<file path="src/hw/rtl/b64e_pkg.sv">
// ----------------------------------------------------------------------------
// b64e_pkg
// shared types, constants and the character table of the base64 encoder
// ----------------------------------------------------------------------------
`default_nettype none

package b64e_pkg;

    localparam int QUEUE_DEPTH = 4;

    localparam logic [6:0] PAD_CHAR   = 7'h3D;
    localparam logic [1:0] IDX_FIRST  = 2'd0;
    localparam logic [1:0] IDX_SECOND = 2'd1;
    localparam logic [1:0] IDX_THIRD  = 2'd2;
    localparam logic [1:0] IDX_LAST   = 2'd3;

    typedef enum logic [1:0] {
        PAD_NONE,
        PAD_ONE,
        PAD_TWO
    } pad_t;

    typedef struct packed {
        logic [23:0] bits;
        pad_t        pad;
        logic        fin;
    } group_t;

    function automatic logic [6:0] sextet_char(input logic [5:0] s);
        logic [6:0] sx;
        sx = {1'b0, s};
        if (s < 6'd26)
        begin
            sextet_char = sx + 7'd65;
        end
        else if (s < 6'd52)
        begin
            sextet_char = sx + 7'd71;
        end
        else if (s < 6'd62)
        begin
            sextet_char = sx - 7'd4;
        end
        else if (s == 6'd62)
        begin
            sextet_char = 7'h2B;
        end
        else
        begin
            sextet_char = 7'h2F;
        end
    endfunction

endpackage

`default_nettype wire

</file>
<file path="src/hw/rtl/b64e_front.sv">
// ----------------------------------------------------------------------------
// b64e_front
// accepts input bytes, keeps the pending bytes and hands out complete groups, or padded ones on a final byte
// ----------------------------------------------------------------------------
`default_nettype none

module b64e_front (
    input  wire logic             clk,
    input  wire logic             rst_n,
    input  wire logic             in_valid,
    output logic                  in_ready,
    input  wire logic [7:0]       in_byte,
    input  wire logic             final_byte,
    output logic                  push_valid,
    input  wire logic             push_ready,
    output b64e_pkg::group_t      push_group
);

    logic [15:0] pend_bytes_reg;
    logic [15:0] pend_bytes_next;
    logic [1:0]  pend_cnt_reg;
    logic [1:0]  pend_cnt_next;
    logic        accept;
    logic        emits;

    assign in_ready = push_ready;
    assign accept   = in_valid && in_ready;

    always_comb
    begin
        emits           = (pend_cnt_reg == 2'd2) || final_byte;
        push_group.bits = {in_byte, 16'h0000};
        push_group.pad  = b64e_pkg::PAD_TWO;
        push_group.fin  = final_byte;
        priority if (pend_cnt_reg == 2'd2)
        begin
            push_group.bits = {pend_bytes_reg, in_byte};
            push_group.pad  = b64e_pkg::PAD_NONE;
        end
        else if (final_byte && pend_cnt_reg == 2'd1)
        begin
            push_group.bits = {pend_bytes_reg[7:0], in_byte, 8'h00};
            push_group.pad  = b64e_pkg::PAD_ONE;
        end
        else
        begin
            push_group.bits = {in_byte, 16'h0000};
            push_group.pad  = b64e_pkg::PAD_TWO;
        end
        push_valid = in_valid && emits;

        pend_bytes_next = pend_bytes_reg;
        pend_cnt_next   = pend_cnt_reg;
        if (accept)
        begin
            if (emits)
            begin
                pend_bytes_next = 16'h0000;
                pend_cnt_next   = 2'd0;
            end
            else
            begin
                pend_bytes_next = {pend_bytes_reg[7:0], in_byte};
                pend_cnt_next   = (pend_cnt_reg == 2'd3) ? 2'd1 : pend_cnt_reg + 2'd1;
            end
        end
    end

    always_ff @(posedge clk or negedge rst_n)
    begin
        if (!rst_n)
        begin
            pend_bytes_reg <= 16'h0000;
            pend_cnt_reg   <= 2'd0;
        end
        else
        begin
            pend_bytes_reg <= pend_bytes_next;
            pend_cnt_reg   <= pend_cnt_next;
        end
    end

    // at most two bytes ever wait for their group
    a_cnt_range: assert property (@(posedge clk) disable iff (!rst_n)
        pend_cnt_reg != 2'd3)
        else $error("pending count out of range");

    // a final byte always leaves the front empty
    a_fin_clears: assert property (@(posedge clk) disable iff (!rst_n)
        accept && final_byte |=> pend_cnt_reg == 2'd0)
        else $error("pending bytes kept after final byte");

endmodule

`default_nettype wire

</file>
<file path="src/hw/rtl/b64e_queue.sv">
// ----------------------------------------------------------------------------
// b64e_queue
// short group queue between the byte front and the character back
// ----------------------------------------------------------------------------
`default_nettype none

module b64e_queue #(
    parameter int DEPTH = b64e_pkg::QUEUE_DEPTH
) (
    input  wire logic             clk,
    input  wire logic             rst_n,
    input  wire logic             push_valid,
    output logic                  push_ready,
    input  wire b64e_pkg::group_t push_group,
    output logic                  pop_valid,
    input  wire logic             pop_ready,
    output b64e_pkg::group_t      pop_group
);

    localparam int PtrW = (DEPTH > 1) ? $clog2(DEPTH) : 1;
    localparam int CntW = $clog2(DEPTH + 1);

    b64e_pkg::group_t mem_reg [DEPTH];
    logic [PtrW-1:0]  wr_ptr_reg;
    logic [PtrW-1:0]  wr_ptr_next;
    logic [PtrW-1:0]  rd_ptr_reg;
    logic [PtrW-1:0]  rd_ptr_next;
    logic [CntW-1:0]  count_reg;
    logic [CntW-1:0]  count_next;
    logic             do_push;
    logic             do_pop;

    assign push_ready = (count_reg != CntW'(DEPTH));
    assign pop_valid  = (count_reg != '0);
    assign pop_group  = mem_reg[rd_ptr_reg];
    assign do_push    = push_valid && push_ready;
    assign do_pop     = pop_valid && pop_ready;

    always_comb
    begin
        wr_ptr_next = wr_ptr_reg;
        rd_ptr_next = rd_ptr_reg;
        count_next  = count_reg;
        if (do_push)
        begin
            wr_ptr_next = (wr_ptr_reg == PtrW'(DEPTH - 1)) ? '0 : wr_ptr_reg + 1'b1;
        end
        if (do_pop)
        begin
            rd_ptr_next = (rd_ptr_reg == PtrW'(DEPTH - 1)) ? '0 : rd_ptr_reg + 1'b1;
        end
        if (do_push && !do_pop)
        begin
            count_next = count_reg + 1'b1;
        end
        else if (do_pop && !do_push)
        begin
            count_next = count_reg - 1'b1;
        end
    end

    always_ff @(posedge clk)
    begin
        if (do_push)
        begin
            mem_reg[wr_ptr_reg] <= push_group;
        end
    end

    always_ff @(posedge clk or negedge rst_n)
    begin
        if (!rst_n)
        begin
            wr_ptr_reg <= '0;
            rd_ptr_reg <= '0;
            count_reg  <= '0;
        end
        else
        begin
            wr_ptr_reg <= wr_ptr_next;
            rd_ptr_reg <= rd_ptr_next;
            count_reg  <= count_next;
        end
    end

    // fill level stays within the storage
    a_count_range: assert property (@(posedge clk) disable iff (!rst_n)
        count_reg <= CntW'(DEPTH))
        else $error("queue overflow");

endmodule

`default_nettype wire

</file>
<file path="src/hw/rtl/b64e_back.sv">
// ----------------------------------------------------------------------------
// b64e_back
// turns queued groups into four characters in an output register, one per cycle while the receiver takes them
// ----------------------------------------------------------------------------
`default_nettype none

module b64e_back (
    input  wire logic             clk,
    input  wire logic             rst_n,
    input  wire logic             pop_valid,
    output logic                  pop_ready,
    input  wire b64e_pkg::group_t pop_group,
    output logic                  out_valid,
    input  wire logic             out_ready,
    output logic [6:0]            out_char,
    output logic                  group_end,
    output logic                  text_end
);

    b64e_pkg::group_t cur_reg;
    b64e_pkg::group_t cur_next;
    logic             cur_valid_reg;
    logic             cur_valid_next;
    logic [1:0]       idx_reg;
    logic [1:0]       idx_next;
    logic             out_valid_reg;
    logic             out_valid_next;
    logic [6:0]       out_char_reg;
    logic [6:0]       out_char_next;
    logic             group_end_reg;
    logic             group_end_next;
    logic             text_end_reg;
    logic             text_end_next;
    logic             step;
    logic             last;
    logic [5:0]       sextet;
    logic             is_pad;

    assign out_valid = out_valid_reg;
    assign out_char  = out_char_reg;
    assign group_end = group_end_reg;
    assign text_end  = text_end_reg;

    always_comb
    begin
        step      = cur_valid_reg && (!out_valid_reg || out_ready);
        last      = (idx_reg == b64e_pkg::IDX_LAST);
        pop_ready = !cur_valid_reg || (step && last);

        unique case (idx_reg)
            b64e_pkg::IDX_FIRST:  sextet = cur_reg.bits[23:18];
            b64e_pkg::IDX_SECOND: sextet = cur_reg.bits[17:12];
            b64e_pkg::IDX_THIRD:  sextet = cur_reg.bits[11:6];
            default:              sextet = cur_reg.bits[5:0];
        endcase
        is_pad = (last && cur_reg.pad != b64e_pkg::PAD_NONE)
              || (idx_reg == b64e_pkg::IDX_THIRD && cur_reg.pad == b64e_pkg::PAD_TWO);

        cur_next       = cur_reg;
        cur_valid_next = cur_valid_reg;
        idx_next       = idx_reg;
        out_valid_next = out_valid_reg;
        out_char_next  = out_char_reg;
        group_end_next = group_end_reg;
        text_end_next  = text_end_reg;

        if (out_valid_reg && out_ready)
        begin
            out_valid_next = 1'b0;
        end
        if (step)
        begin
            out_valid_next = 1'b1;
            out_char_next  = is_pad ? b64e_pkg::PAD_CHAR : b64e_pkg::sextet_char(sextet);
            group_end_next = last;
            text_end_next  = last && cur_reg.fin;
            idx_next       = idx_reg + 2'd1;
            if (last)
            begin
                cur_valid_next = 1'b0;
            end
        end
        if (pop_valid && pop_ready)
        begin
            cur_next       = pop_group;
            cur_valid_next = 1'b1;
            idx_next       = b64e_pkg::IDX_FIRST;
        end
    end

    always_ff @(posedge clk)
    begin
        cur_reg       <= cur_next;
        out_char_reg  <= out_char_next;
        group_end_reg <= group_end_next;
        text_end_reg  <= text_end_next;
    end

    always_ff @(posedge clk or negedge rst_n)
    begin
        if (!rst_n)
        begin
            cur_valid_reg <= 1'b0;
            idx_reg       <= b64e_pkg::IDX_FIRST;
            out_valid_reg <= 1'b0;
        end
        else
        begin
            cur_valid_reg <= cur_valid_next;
            idx_reg       <= idx_next;
            out_valid_reg <= out_valid_next;
        end
    end

    // end of text only ever marks the last character of a group
    a_text_in_group: assert property (@(posedge clk) disable iff (!rst_n)
        out_valid_reg && text_end_reg |-> group_end_reg)
        else $error("text end without group end");

    // a group in progress is not dropped before its last character
    a_group_held: assert property (@(posedge clk) disable iff (!rst_n)
        step && !last |=> cur_valid_reg && idx_reg == $past(idx_reg) + 2'd1)
        else $error("group left before last character");

endmodule

`default_nettype wire

</file>
<file path="src/hw/rtl/base64_encoder.sv">
// ----------------------------------------------------------------------------
// base64_encoder
// streaming base64 encoder, standard alphabet with '=' padding
// ----------------------------------------------------------------------------
// input channel: one data byte per word (in_byte) with final_byte on the
// last byte of a message; an empty message sends no words
// output channel: one character per word (out_char); group_end marks the
// last character of each four-character group, text_end the last of the message
// every third byte, or a final byte, yields four characters; other bytes
// yield none and are held in the front
// the byte that completes a group passes through the queue entry, the back's
// group register and the output register before its first character is offered
// throughput: one character per cycle from the single output register;
// input words are taken every cycle while the group queue (QueueDepth
// entries) has room
// a stalled receiver holds the output register; the back then stops, the
// queue fills and in_ready drops only when the queue is full
// reset clears the pending bytes, the queue and the output register
// ----------------------------------------------------------------------------
`default_nettype none

module base64_encoder #(
    parameter int QueueDepth = b64e_pkg::QUEUE_DEPTH
) (
    input  wire logic       clk,
    input  wire logic       rst_n,
    input  wire logic       in_valid,
    output logic            in_ready,
    input  wire logic [7:0] in_byte,
    input  wire logic       final_byte,
    output logic            out_valid,
    input  wire logic       out_ready,
    output logic [6:0]      out_char,
    output logic            group_end,
    output logic            text_end
);

    logic             push_valid;
    logic             push_ready;
    b64e_pkg::group_t push_group;
    logic             pop_valid;
    logic             pop_ready;
    b64e_pkg::group_t pop_group;

    b64e_front u_front (
        .clk        (clk),
        .rst_n      (rst_n),
        .in_valid   (in_valid),
        .in_ready   (in_ready),
        .in_byte    (in_byte),
        .final_byte (final_byte),
        .push_valid (push_valid),
        .push_ready (push_ready),
        .push_group (push_group)
    );

    b64e_queue #(
        .DEPTH (QueueDepth)
    ) u_queue (
        .clk        (clk),
        .rst_n      (rst_n),
        .push_valid (push_valid),
        .push_ready (push_ready),
        .push_group (push_group),
        .pop_valid  (pop_valid),
        .pop_ready  (pop_ready),
        .pop_group  (pop_group)
    );

    b64e_back u_back (
        .clk       (clk),
        .rst_n     (rst_n),
        .pop_valid (pop_valid),
        .pop_ready (pop_ready),
        .pop_group (pop_group),
        .out_valid (out_valid),
        .out_ready (out_ready),
        .out_char  (out_char),
        .group_end (group_end),
        .text_end  (text_end)
    );

endmodule

`default_nettype wire
</file>
<file path="config.mk">
export PLATFORM = sky130hd
export DESIGN_NAME = base64_encoder
export DESIGN_NICKNAME = d
export VERILOG_FILES = /design/src/hw/rtl/b64e_pkg.sv /design/src/hw/rtl/b64e_front.sv /design/src/hw/rtl/b64e_queue.sv /design/src/hw/rtl/b64e_back.sv /design/src/hw/rtl/base64_encoder.sv
export SDC_FILE = /design/constraint.sdc
export NUM_CORES = 1
export LEC_CHECK = 0
export CAP_MARGIN = 20
export CORE_MARGIN = 4
export CORE_UTILIZATION = 63
export CTS_BUF_LIST = sky130_fd_sc_hd__clkbuf_8
export CTS_CLUSTER_DIAMETER = 200
export DETAILED_ROUTE_END_ITERATION = 10
export DONT_BUFFER_PORTS = 1
export HOLD_SLACK_MARGIN = 0.03
export MAX_ROUTING_LAYER = met4
export PLACE_DENSITY_LB_ADDON = 0.2
export SLEW_MARGIN = 20
export SYNTH_ARGS = -nofsm -noshare
export SYNTH_HDL_FRONTEND = slang
export SYNTH_SLANG_ARGS = --single-unit
</file>
<file path="constraint.sdc">
create_clock -name clk -period 4.5 [get_ports clk]
set_input_delay 0.675 -clock clk [delete_from_list [all_inputs] [get_ports clk]]
set_output_delay 0.675 -clock clk [all_outputs]
set_load 0.05 [all_outputs]
</file>
* After elaboration in Yosys (flattened, before gate mapping)
Memories as Yosys holds them, arrays and structs flattened. A register that Yosys moved wholly into a read port is not among the register bits.
Cells that the tools add are included.
** Cells by class
- $add $sub $neg :: 9
- Order comparisons :: 3
- Equal/unequal tests :: 11
- Mux-type cells :: 23
- Reduce and logical (&&, ||, !) cells :: 29
** Operators with widths (number)
- 26-bit two-way mux :: 2
- 7-bit two-way mux :: 3
- 6-bit case mux with 3 select lines :: 1
- 16-bit two-way mux :: 1
- 6-bit by 7-bit adder with 7-bit output (second input constant) :: 2
- 2-bit equality test (second input constant) :: 7
- 1-bit logical AND :: 13
- 6-bit < comparator (second input constant) :: 2
- 2-bit two-way mux :: 6
- 2-bit nonzero test :: 5
- 3-bit two-way mux :: 3
- 2-bit by 1-bit adder with 2-bit output (second input constant) :: 4
- 1-bit two-way mux :: 7
- 6-bit by 3-bit subtractor with 7-bit output (second input constant) :: 1
- 6-bit equality test (second input constant) :: 1
- 6-bit by 5-bit < comparator with 1-bit output (second input constant) :: 1
- 2-bit by 1-bit equality test with 1-bit output (second input constant) :: 2
- 1-bit logical NOT :: 4
- 1-bit logical OR :: 4
- 3-bit by 1-bit adder with 3-bit output (second input constant) :: 1
- 3-bit inequality test (second input constant) :: 1
- 3-bit nonzero test :: 1
- 3-bit by 1-bit subtractor with 3-bit output (second input constant) :: 1
- 2-bit logical NOT :: 1
- 2-bit AND reduction :: 1
** Storage, ports and cells
- Register bits after elaboration :: 38
- RAM bits :: 108
- Bits of input ports :: 13
- Output and inout port bits :: 11
- Logic and storage cells :: 87
- Memories :: 1
** Memories
- u_queue.mem_reg :: depth 4, bits a word 27, read ports 1, clocked after memory_dff 1, write ports 1, line b64e_queue.sv:23 : b64e_pkg::group_t mem_reg [DEPTH];

* Longest topological paths before layout
Gate-level depths: netlist (run 1).
- Depth in word-level cells :: 9
- Depth in mapped cells :: 13
- Depth with buffers taken out :: 11

* Modules after synthesis
Synthesis (run 1) repeated with hierarchy kept, for this count alone.
** Unflattened totals
- Cell total of the unflattened synthesis :: 427
- Area total of the unflattened synthesis :: 7378.3 um^2
** By module, submodules not included
- b64e_queue :: instances 1, cells an instance 178, area each 4342.9 um^2, sequential area each 3418.3 um^2
- b64e_back :: instances 1, cells an instance 148, area each 1921.8 um^2, sequential area each 1181.1 um^2
- b64e_front :: instances 1, cells an instance 101, area each 1113.6 um^2, sequential area each 450.4 um^2

* Worst setup path after synthesis (run 1)
OpenSTA, ideal clock, no wires.
- Kind :: in2reg
- From :: in out_ready
- To :: reg u_queue.count_reg[1]
- Setup time :: 0.125 ns
- Arrival :: 3.543 ns
- Setup slack :: 0.832 ns
- Stages on the path :: 8
- Path buffers :: 0
- Cell sequence :: nand2b_1 -> nand2_1 -> a21oi_1 -> inv_1 -> ha_1 -> inv_1 -> fa_1 -> mux2_2
** On the way
- Word-level cells in the longest chain between the ends :: 8
- Elaborated cells on any way between the ends :: 10
- Classes of those cells :: mux (1); reduce/logical (9)
** RTL lines
- start: declaration :: line base64_encoder.sv:32 : input wire logic out_ready,
- 1-bit logical OR :: line b64e_back.sv:46 : step = cur_valid_reg && (!out_valid_reg || out_ready);
- 1-bit logical AND :: line b64e_back.sv:46
- 1-bit logical AND :: line b64e_back.sv:48 : pop_ready = !cur_valid_reg || (step && last);
- 1-bit logical OR :: line b64e_back.sv:48
- 1-bit logical AND :: line b64e_queue.sv:37 : assign do_pop = pop_valid && pop_ready;
- 1-bit logical NOT :: line b64e_queue.sv:52 : if (do_push && !do_pop)
- 1-bit logical AND :: line b64e_queue.sv:52
- 3-bit two-way mux :: line b64e_queue.sv:52
- net u_queue.count_next[1] :: line b64e_queue.sv:29 : logic [CntW-1:0] count_next;
- end signal: assignment :: line b64e_queue.sv:82 : count_reg <= count_next;
- end: declaration :: line b64e_queue.sv:28 : logic [CntW-1:0] count_reg;
The timed path passes the listed nets, and every way through them passes these cells.
A chain may end at the register's enable or synchronous reset.

* Worst setup path in the final report (run 1)
- From :: reg u_back.idx_reg[1]
- To :: reg u_back.out_char_reg[3], in the netlist u_back.out_char[3] (data pin)
** On the way
- Word-level cells in the longest chain between the ends :: 6
- Elaborated cells on any way between the ends :: 17
- Classes of those cells :: add/sub (3); order compare (3); eq/ne (3); mux (4); reduce/logical (4)
** RTL lines
- start: declaration :: line b64e_back.sv:24 : logic [1:0] idx_reg;
- start signal: assignment :: line b64e_back.sv:104 : idx_reg <= b64e_pkg::IDX_FIRST;
- start signal: assignment :: line b64e_back.sv:110 : idx_reg <= idx_next;
- 2-bit equality test (tied with other cells) :: line b64e_back.sv:50, b64e_back.sv:57
- 6-bit case mux with 3 select lines :: line b64e_back.sv:50 : unique case (idx_reg)
- 6-bit by 3-bit subtractor with 7-bit output / 6-bit < comparator (equally long branches) :: line b64e_pkg.sv:42, b64e_pkg.sv:40
- 7-bit two-way mux :: line b64e_pkg.sv:40 : else if (s < 6'd62)
- 7-bit two-way mux :: line b64e_pkg.sv:36 : else if (s < 6'd52)
- 7-bit two-way mux :: line b64e_pkg.sv:32 : if (s < 6'd26)
- end signal: assignment :: line b64e_back.sv:94 : out_char_reg <= out_char_next;
- end: declaration :: line b64e_back.sv:28 : logic [6:0] out_char_reg;
Several ways; a longest one is shown, not always the timed one.

==> results of run 1 <==
placed cells by master, fill, tap and decap left out, types with 9 or more instances in the layout:
| master | instances |
|---|---|
| o21ai_0 | 37 |
| clkbuf_8 | 25 |
| nor2_1 | 10 |
| ha_1 | 18 |
| and2_1 | 15 |
| dfrtp_1 | 28 |
| buf_4 | 9 |
| mux4_2 | 27 |
| a21oi_1 | 10 |
| inv_1 | 21 |
| mux2i_1 | 11 |
| edfxtp_1 | 144 |
| nand2_1 | 68 |
cell usage after synthesis, types with 2 or more instances:
library cell,instances
a22oi_1,2
dfrtp_1,29
o221ai_1,2
or4_1,2
or3_1,2
edfxtp_1,144
a211oi_1,2
nand2b_1,2
mux2_2,6
o41ai_1,3
nand2_1,68
o21ai_0,37
ha_1,18
mux4_2,27
buf_2,4
xnor2_1,3
nor2_1,10
a222oi_1,5
clkbuf_1,16
nand3_1,2
and2_1,15
xor2_1,2
nor2b_1,5
a21oi_1,11
clkbuf_2,2
mux2i_1,11
inv_1,18
layer usage:
metal	up-vias	part of all wire
met5	-	0
met4	0	0.023
met3	20	0.038
met1	1944	0.43
met2	83	0.51
li1	1786	-
where the power goes:
| part | internal [mW] | leakage (nW) | switching (mW) | total [mW] |
|---|---|---|---|---|
| combinational | 0.726 | 0.847 | 0.989 | 1.72 |
| clock | 0.551 | 0.222 | 0.499 | 1.05 |
| sequential | 2.23 | 1.70 | 0.349 | 2.57 |
final cells by class:
| cell class | count | area (um2) |
|---|---|---|
| inverters | 20 | 77.6 |
| multi-input cells | 255 | 2100 |
| well taps | 143 | 179 |
| clock inverters | 7 | 60.1 |
| flip-flops and latches | 173 | 5050 |
| fillers | 750 | 3460 |
| clock buffers | 25 | 344 |
| repair buffers | 11 | 97.6 |
kinds of logic (layout without fill, tap and decap cells):
| logic type | count (synthesis) | after routing | synth area share |
|---|---|---|---|
| xor gates and xnor gates | 5 | 5 | 0.00599 |
| DFF | 173 | 173 | 0.690 |
| muxes | 46 | 46 | 0.111 |
| and+or+nand+nor | 109 | 109 | 0.0679 |
| buffers and inverters | 42 | 63 | 0.0229 |
| adders and majority gates | 19 | 19 | 0.0335 |
| AOI/OAI and AO/OA | 76 | 76 | 0.0679 |
how the worst min path moves through the flow:
stage | endpoint
floorplan | u_back.cur_valid_reg
global placement | u_back.out_valid
detailed placement | u_back.out_valid
CTS | u_queue.mem_reg[3][0]
global route | u_queue.mem_reg[2][0]
finish | u_front.pend_cnt_reg[1]
==> flow_results.org, run 1 <==
** Logic synthesis
- Synth Area per Inst :: 15.6 um2
- Cell type contributing the most total cell area after synthesis :: edfxtp_1
- In this run the cell area of the synthesized design comes to 7310 um2.
- By area the synthesized netlist is led by edfxtp_1, dfrtp_1, mux4_2.
- Share of async-settable or async-resettable flops after synthesis :: 0.168
- Synthesis produced 470 cells.
- Part of the Yosys area used for sequential elements :: 0.690
- Synth Register Bits :: 173
- Yosys mapped a number of flops with a built-in enable equal to 144.
- Commonest register cell after synthesis :: edfxtp_1
- Of the post-synthesis cell area, the dominant cell type holds 0.591.
- When the netlist entered floorplanning its net count stood at 502.
- Warnings, synthesis :: 0
- Yosys cell types :: 49

** Clock network
- Clock sink total :: 173
- H-Tree Level Count :: 4
- After clock tree synthesis, the repair step resized 0 gates.
- For the worst-skew pair, the clock arrives at the later sink with an insertion delay of 0.46 ns.
- Hold repair after CTS inserted 2 buffers.
- Buffer depth of the longest clock path :: 2
- Buffer count from post-CTS setup fixing :: 0
- Clock slew at the register clock pins of the worst setup and hold paths :: 0.08 ns
- TritonCTS clock tree :: done
- Clk Tree Root Cell :: clkbuf_8
- The number of clock buffers added by TritonCTS is 17.

** Critical path
- Timing startpoint of the critical path :: u_back.idx_reg[1]
- The endpoint identified for the worst register-to-register timing path is u_back.out_char[3].
- Dominant delay contributor by cell family on the critical path :: compound AO/OA/AOI/OAI gates
- Data arrival at the endpoint of the critical path :: 3.57 ns
- STA classifies the critical path endpoint as a flop.
- STA classifies the critical path startpoint as a flop.
- Last element of the critical path :: u_back.out_char[3]
- Worst Path Required :: 4.70 ns
- Reg-to-reg setup timing slack :: 1.13 ns
- In this run the number of cells on the critical path is 11.
- Traced cell by cell, the critical path runs through inv_1 > ha_1 > a222oi_1 > mux2_2 > inv_1 > ha_1 > a211oi_1 > a221oi_2 > a21oi_4 > a21oi_1 > a221o_1.
- In this run the critical register-to-register path is launched from u_back.idx_reg[1].
- Slowest cell delay on critical path :: 0.49 ns
- The worst setup path is of the flop to flop kind.
- Critical-path cell with the highest stage delay :: a222oi_1
- In this run the worst path has a maximum fanout of 9.
- Count of buffering cells on the critical path with inverters included :: 2
- Counting cells, the worst reg-to-reg path comes to 11.

** Global route
- Maximum number of pins on one net before global-route repair :: 45
- Global-route wire length before repair :: 21500 um
- Total congestion overflow :: 0
- Via count of the first global-routing pass :: 3929
- Met3 global-route usage :: 0.0454
- Met1 track demand over resource in global routing :: 0.304
- In the global route stage, met2 resource usage came out at 0.351.
- met2 is the most crowded layer.
- The number of antenna violations at the first check in global routing was 0.
- GRT Total Usage :: 0.228

** Cells and area
- In the final layout, the share of cells above drive strength 1 is 0.169.
- Finished Core Util :: 0.696
- Once layout is complete, the cells apart from fillers number 634.
- Final-stage net count :: 510
- Once layout is done, the placed cells without fillers occupy 7910 um2.
- Diode insertion count for antenna repair :: 0
- The register with the most flip-flops in the layout has 108 of them.
- Area added between synthesis and finish :: 8.14%

** Timing
- Final sum of negative setup slack :: 0 ns
- Tightest slew margin relative to the limit :: 0.335
- On the final layout, the worst clock skew is 0.0173 ns.
- Final worst-path setup slack :: 1.13 ns
- Total count of max-transition violations in the final report :: 0
- Number of hold violations in the final report :: 0
- Highest clock rate :: 297 MHz
- Of the available clock period, the critical path in the final layout requires 0.749.
- At the pin with the least slew margin, the transition time is 0.998 ns.
- The worst path needs 3.37 ns of the cycle, external delays included.
- Worst hold slack after final layout :: 0.318 ns
- Setup repair after global routing left no endpoint under its margin.
- Final-report setup violation count :: 0

** Route
- Across all layers, the routed design uses 3833 vias.
- Dividing the detail-routed wire length by the instance count gives 20.5 um.
- Router iterations before antenna repair :: 7
- After detailed routing, the number of remaining DRC violations is 0.
- Using the TritonRoute via totals, the vias-per-cell ratio works out to 6.05.
- Post-Route WL :: 13000 um
- Count of antenna-violating nets left after detailed routing :: 0
- DRT iter0 DRCs :: 371

** Pwr
- Pleak :: 2.77 nW
- In this run the power density over the cells is 675 nW/um2.
- The worst-case IR drop observed on VDD is 0.000450 V.
- The design draws 5.34 mW.

** Placed design
- Final HPWL DP :: 8220 um
- Routability cong. :: 0.876
- During placement, the flow inserted port buffers numbering 0.
- Timing analysis after detailed placement gives a worst setup slack of 1.20 ns.
- Summing all placed instances gives a cell area of 7480 um2.
- The number of placed instances, taps included, is 600.

** Hold path
- Hold Crit Start :: final_byte
- In this run the worst hold path is classified as input port to flop.
- Cell count of the worst hold path :: 1

** Floorplan
- Effective utilization at floorplan :: 0.643
- Area of the die :: 13400 um2
- The floorplan has 39 rows.
- The floorplan step set the die width to 116 um.
- Height of the chip :: 116 um
- Ports :: 24
- The core region is 11400 um2.

** Job
- Maximum capacitance violations :: 0

** Status
- Status :: finished, final reports clean
Note: power is estimated with default switching activity, not from simulation.
==> run 2, diff against run 1 <==
- clock period: 4.5 -> 3.3 ns (I/O delays scaled with it)
==> flow_results.org, run 2 (synthesized netlist as in run 1, its figures left out) <==
** Status
- Status :: finished, final reports clean

** Route
- Per-cell routed wire length :: 20.7 um (+1.1%)
- DRT iter0 DRCs :: 388 (+4.6%)
- The total iterations of the first detailed-routing run came to 7 (unchanged).
- # DRC :: 0 (unchanged)
- Via count :: 3991 (+4.1%)
- Count of antenna-violating nets left after detailed routing :: 0 (unchanged)
- The average vias per placed instance was 6.21 (+2.7%).
- Post-Route WL :: 13300 um (+2.5%)

** Floorplan
- Width of the chip :: 116 um (unchanged)
- Row Count :: 39 (unchanged)
- The die height is 116 um (unchanged).
- Core outline area :: 11400 um2 (unchanged)
- Area of the die :: 13400 um2 (unchanged)
- Effective utilization at floorplan :: 0.643 (unchanged)
- Ports :: 24 (unchanged)

** Placed design
- Final HPWL DP :: 8470 um (+3.0%)
- Routability cong. :: 0.951 (+8.6%)
- Post-Place Setup Slack :: 0.0473 ns (-1.15 ns)
- Placed Instances :: 607 (+1.2%)
- Placed cell area :: 7530 um2 (+0.70%)
- The number of buffer cells added on primary ports is 0 (unchanged).

** Clock network
- TritonCTS clock tree :: done
- The clock sink count was 173 (unchanged).
- The H-tree depth was 4 (unchanged).
- Clk Tree Root Cell :: clkbuf_8
- The total CTS buffers is 17 (unchanged).
- Worst-skew pair later-pin latency :: 0.45 ns (about the same)
- Clock slew at the register clock pins of the worst setup and hold paths :: 0.08 ns (about the same)
- The maximum clock insertion buffer count was 2 (unchanged).

** Job
- The max-cap check violation count came to 0 (unchanged).

** Global route
- Antenna violations before repair :: 0 (unchanged)
- GRT Total Usage :: 0.226 (-0.00226)
- Via count of the first global-routing pass :: 3993 (+1.6%)
- Maximum number of pins on one net before global-route repair :: 45 (unchanged)
- The first-pass GRT wire length came to 21400 um (-0.42%).
- The overflow left after global routing was 0 (unchanged).

** Cells and area
- Commonest non-fill, non-tap cell in the layout :: edfxtp_1
- The area growth from synthesis to layout is 8.76%.
- Layout cells sized above 1 :: 0.188 (+0.0190)
- Final Non-Filler Cells :: 643 (+1.4%)
- Most frequent cells in the layout :: edfxtp_1, nand2_1, o21ai_0
- Cell area after layout :: 7960 um2 (+0.57%)
- The final net count came to 519 (+1.8%).
- The flip-flop count of the largest register after layout was 108 (unchanged).
- The number of antenna repair diodes came to 0 (unchanged).
- Finished Core Util :: 0.700 (+0.00396)

** Hold path
- Cell count of the worst hold path :: 0 (-1)
- Type of the worst min-delay path :: input port to flop

** Timing
- The worst slew margin relative to its limit is 0.444 (+0.109).
- Final sum of negative setup slack :: 0 ns (unchanged)
- Highest clock rate :: 320 MHz (+7.8%)
- Period utilization :: 0.947 (+0.198)
- Clock skew :: 0.0100 ns (-0.00730 ns)
- Post-layout min period :: 3.12 ns (-0.245 ns)
- Number of hold violations in the final report :: 0 (unchanged)
- Final-report setup violation count :: 0 (unchanged)
- The number of max-slew violations in the final report is 0 (unchanged).
- The slew at the pin with the worst max-slew slack is 0.835 ns (-0.163 ns).
- The final worst slack was 0.176 ns (-0.955 ns).
- The minimum hold slack came to 0.140 ns (-0.178 ns).

** Critical path
- Crit path launch type :: flop
- Type of element capturing the critical path :: flop
- Start-to-end type of the worst setup path :: flop to flop
- Maximum net fanout on the critical path :: 9 (unchanged)
- Worst Path Required :: 3.61 ns (-1.09 ns)
- The logic depth of the worst register-to-register path is 11 (unchanged).
- Data arrival at the endpoint of the critical path :: 3.43 ns (-0.14 ns)

** Pwr
- Pint :: 4.72 mW (+35%)
- Final Total Pwr :: 7.34 mW (+38%)
- The clock share of power was 0.180 (-0.017).
- The worst ir drop on vdd was 0.000702 V (+56%).
- Total power per unit cell area :: 923 nW/um2 (+37%)
- The net load switching power is 2.62 mW (+43%).
- The power share of the combinational group came to 0.341 (+0.020).
- The reported leakage power came to 2.77 nW (about the same).
- The net switching fraction of the power came to 0.357 (+0.0134).
- The sequential fraction of design power came to 0.479 (-0.003).
## run 2: power groups by stage
stage / Combinational [mW] / Clock, mW / Sequential [mW]
finish: 2.50 / 1.32 / 3.52
global route: 2.73 / 1.46 / 3.59
CTS: 2.39 / 1.35 / 3.53
detailed placement: 2.37 / 0 / 3.57
global placement: 2.27 / 0 / 3.54
floorplan: 1.90 / 0 / 3.39
## run 2: area by class of cell
type / instances / area [um2]
clock buffer: 17 / 234
multi-input combinational: 255 / 2120
sequential: 173 / 5050
inverter: 20 / 77.6
fill: 735 / 3410
tap: 143 / 179
timing repair buffer: 20 / 165
clock inverter: 15 / 121
## run 2: layer usage
layer,share of wire,track usage,vias to the layer above
met1,0.42,0.293,2025
met3,0.050,0.0517,22
met2,0.51,0.355,136
met5,0,-,-
met4,0.018,0.0851,0
li1,-,-,1808
## run 2: worst paths after layout
check	slack, ns	end	start
min reg2reg	0.49	u_front.pend_bytes_reg[11]	u_front.pend_bytes_reg[11]
min in group asynchronous	0.50	u_queue.rd_ptr_reg[1]	rst_n
max in group asynchronous	2.62	u_queue.rd_ptr_reg[0]	rst_n
min	0.14	u_queue.mem_reg[1][0]	final_byte
max reg2reg	0.18	u_back.out_char[1]	u_back.idx_reg[1]
max	0.18	u_back.out_char[1]	u_back.idx_reg[1]
## run 2: worst max-delay path: stages (launching register included)
cell,delay (ns)
dfrtp_1,0.42
ha_1,0.37
inv_2,0.16
mux2_4,0.34
inv_1,0.16
ha_2,0.27
inv_1,0.10
a221oi_4,0.39
a21oi_4,0.12
buf_4,0.17
or3_1,0.35
a21oi_1,0.13
## run 2: what timing repair did
action | in CTS | in global routing
buffers inserted | 0 | 2
gates resized for setup | 0 | 5
setup endpoints to repair | 0 | 3
hold endpoints to repair | 29 | 0
hold buffers | 2 | 0
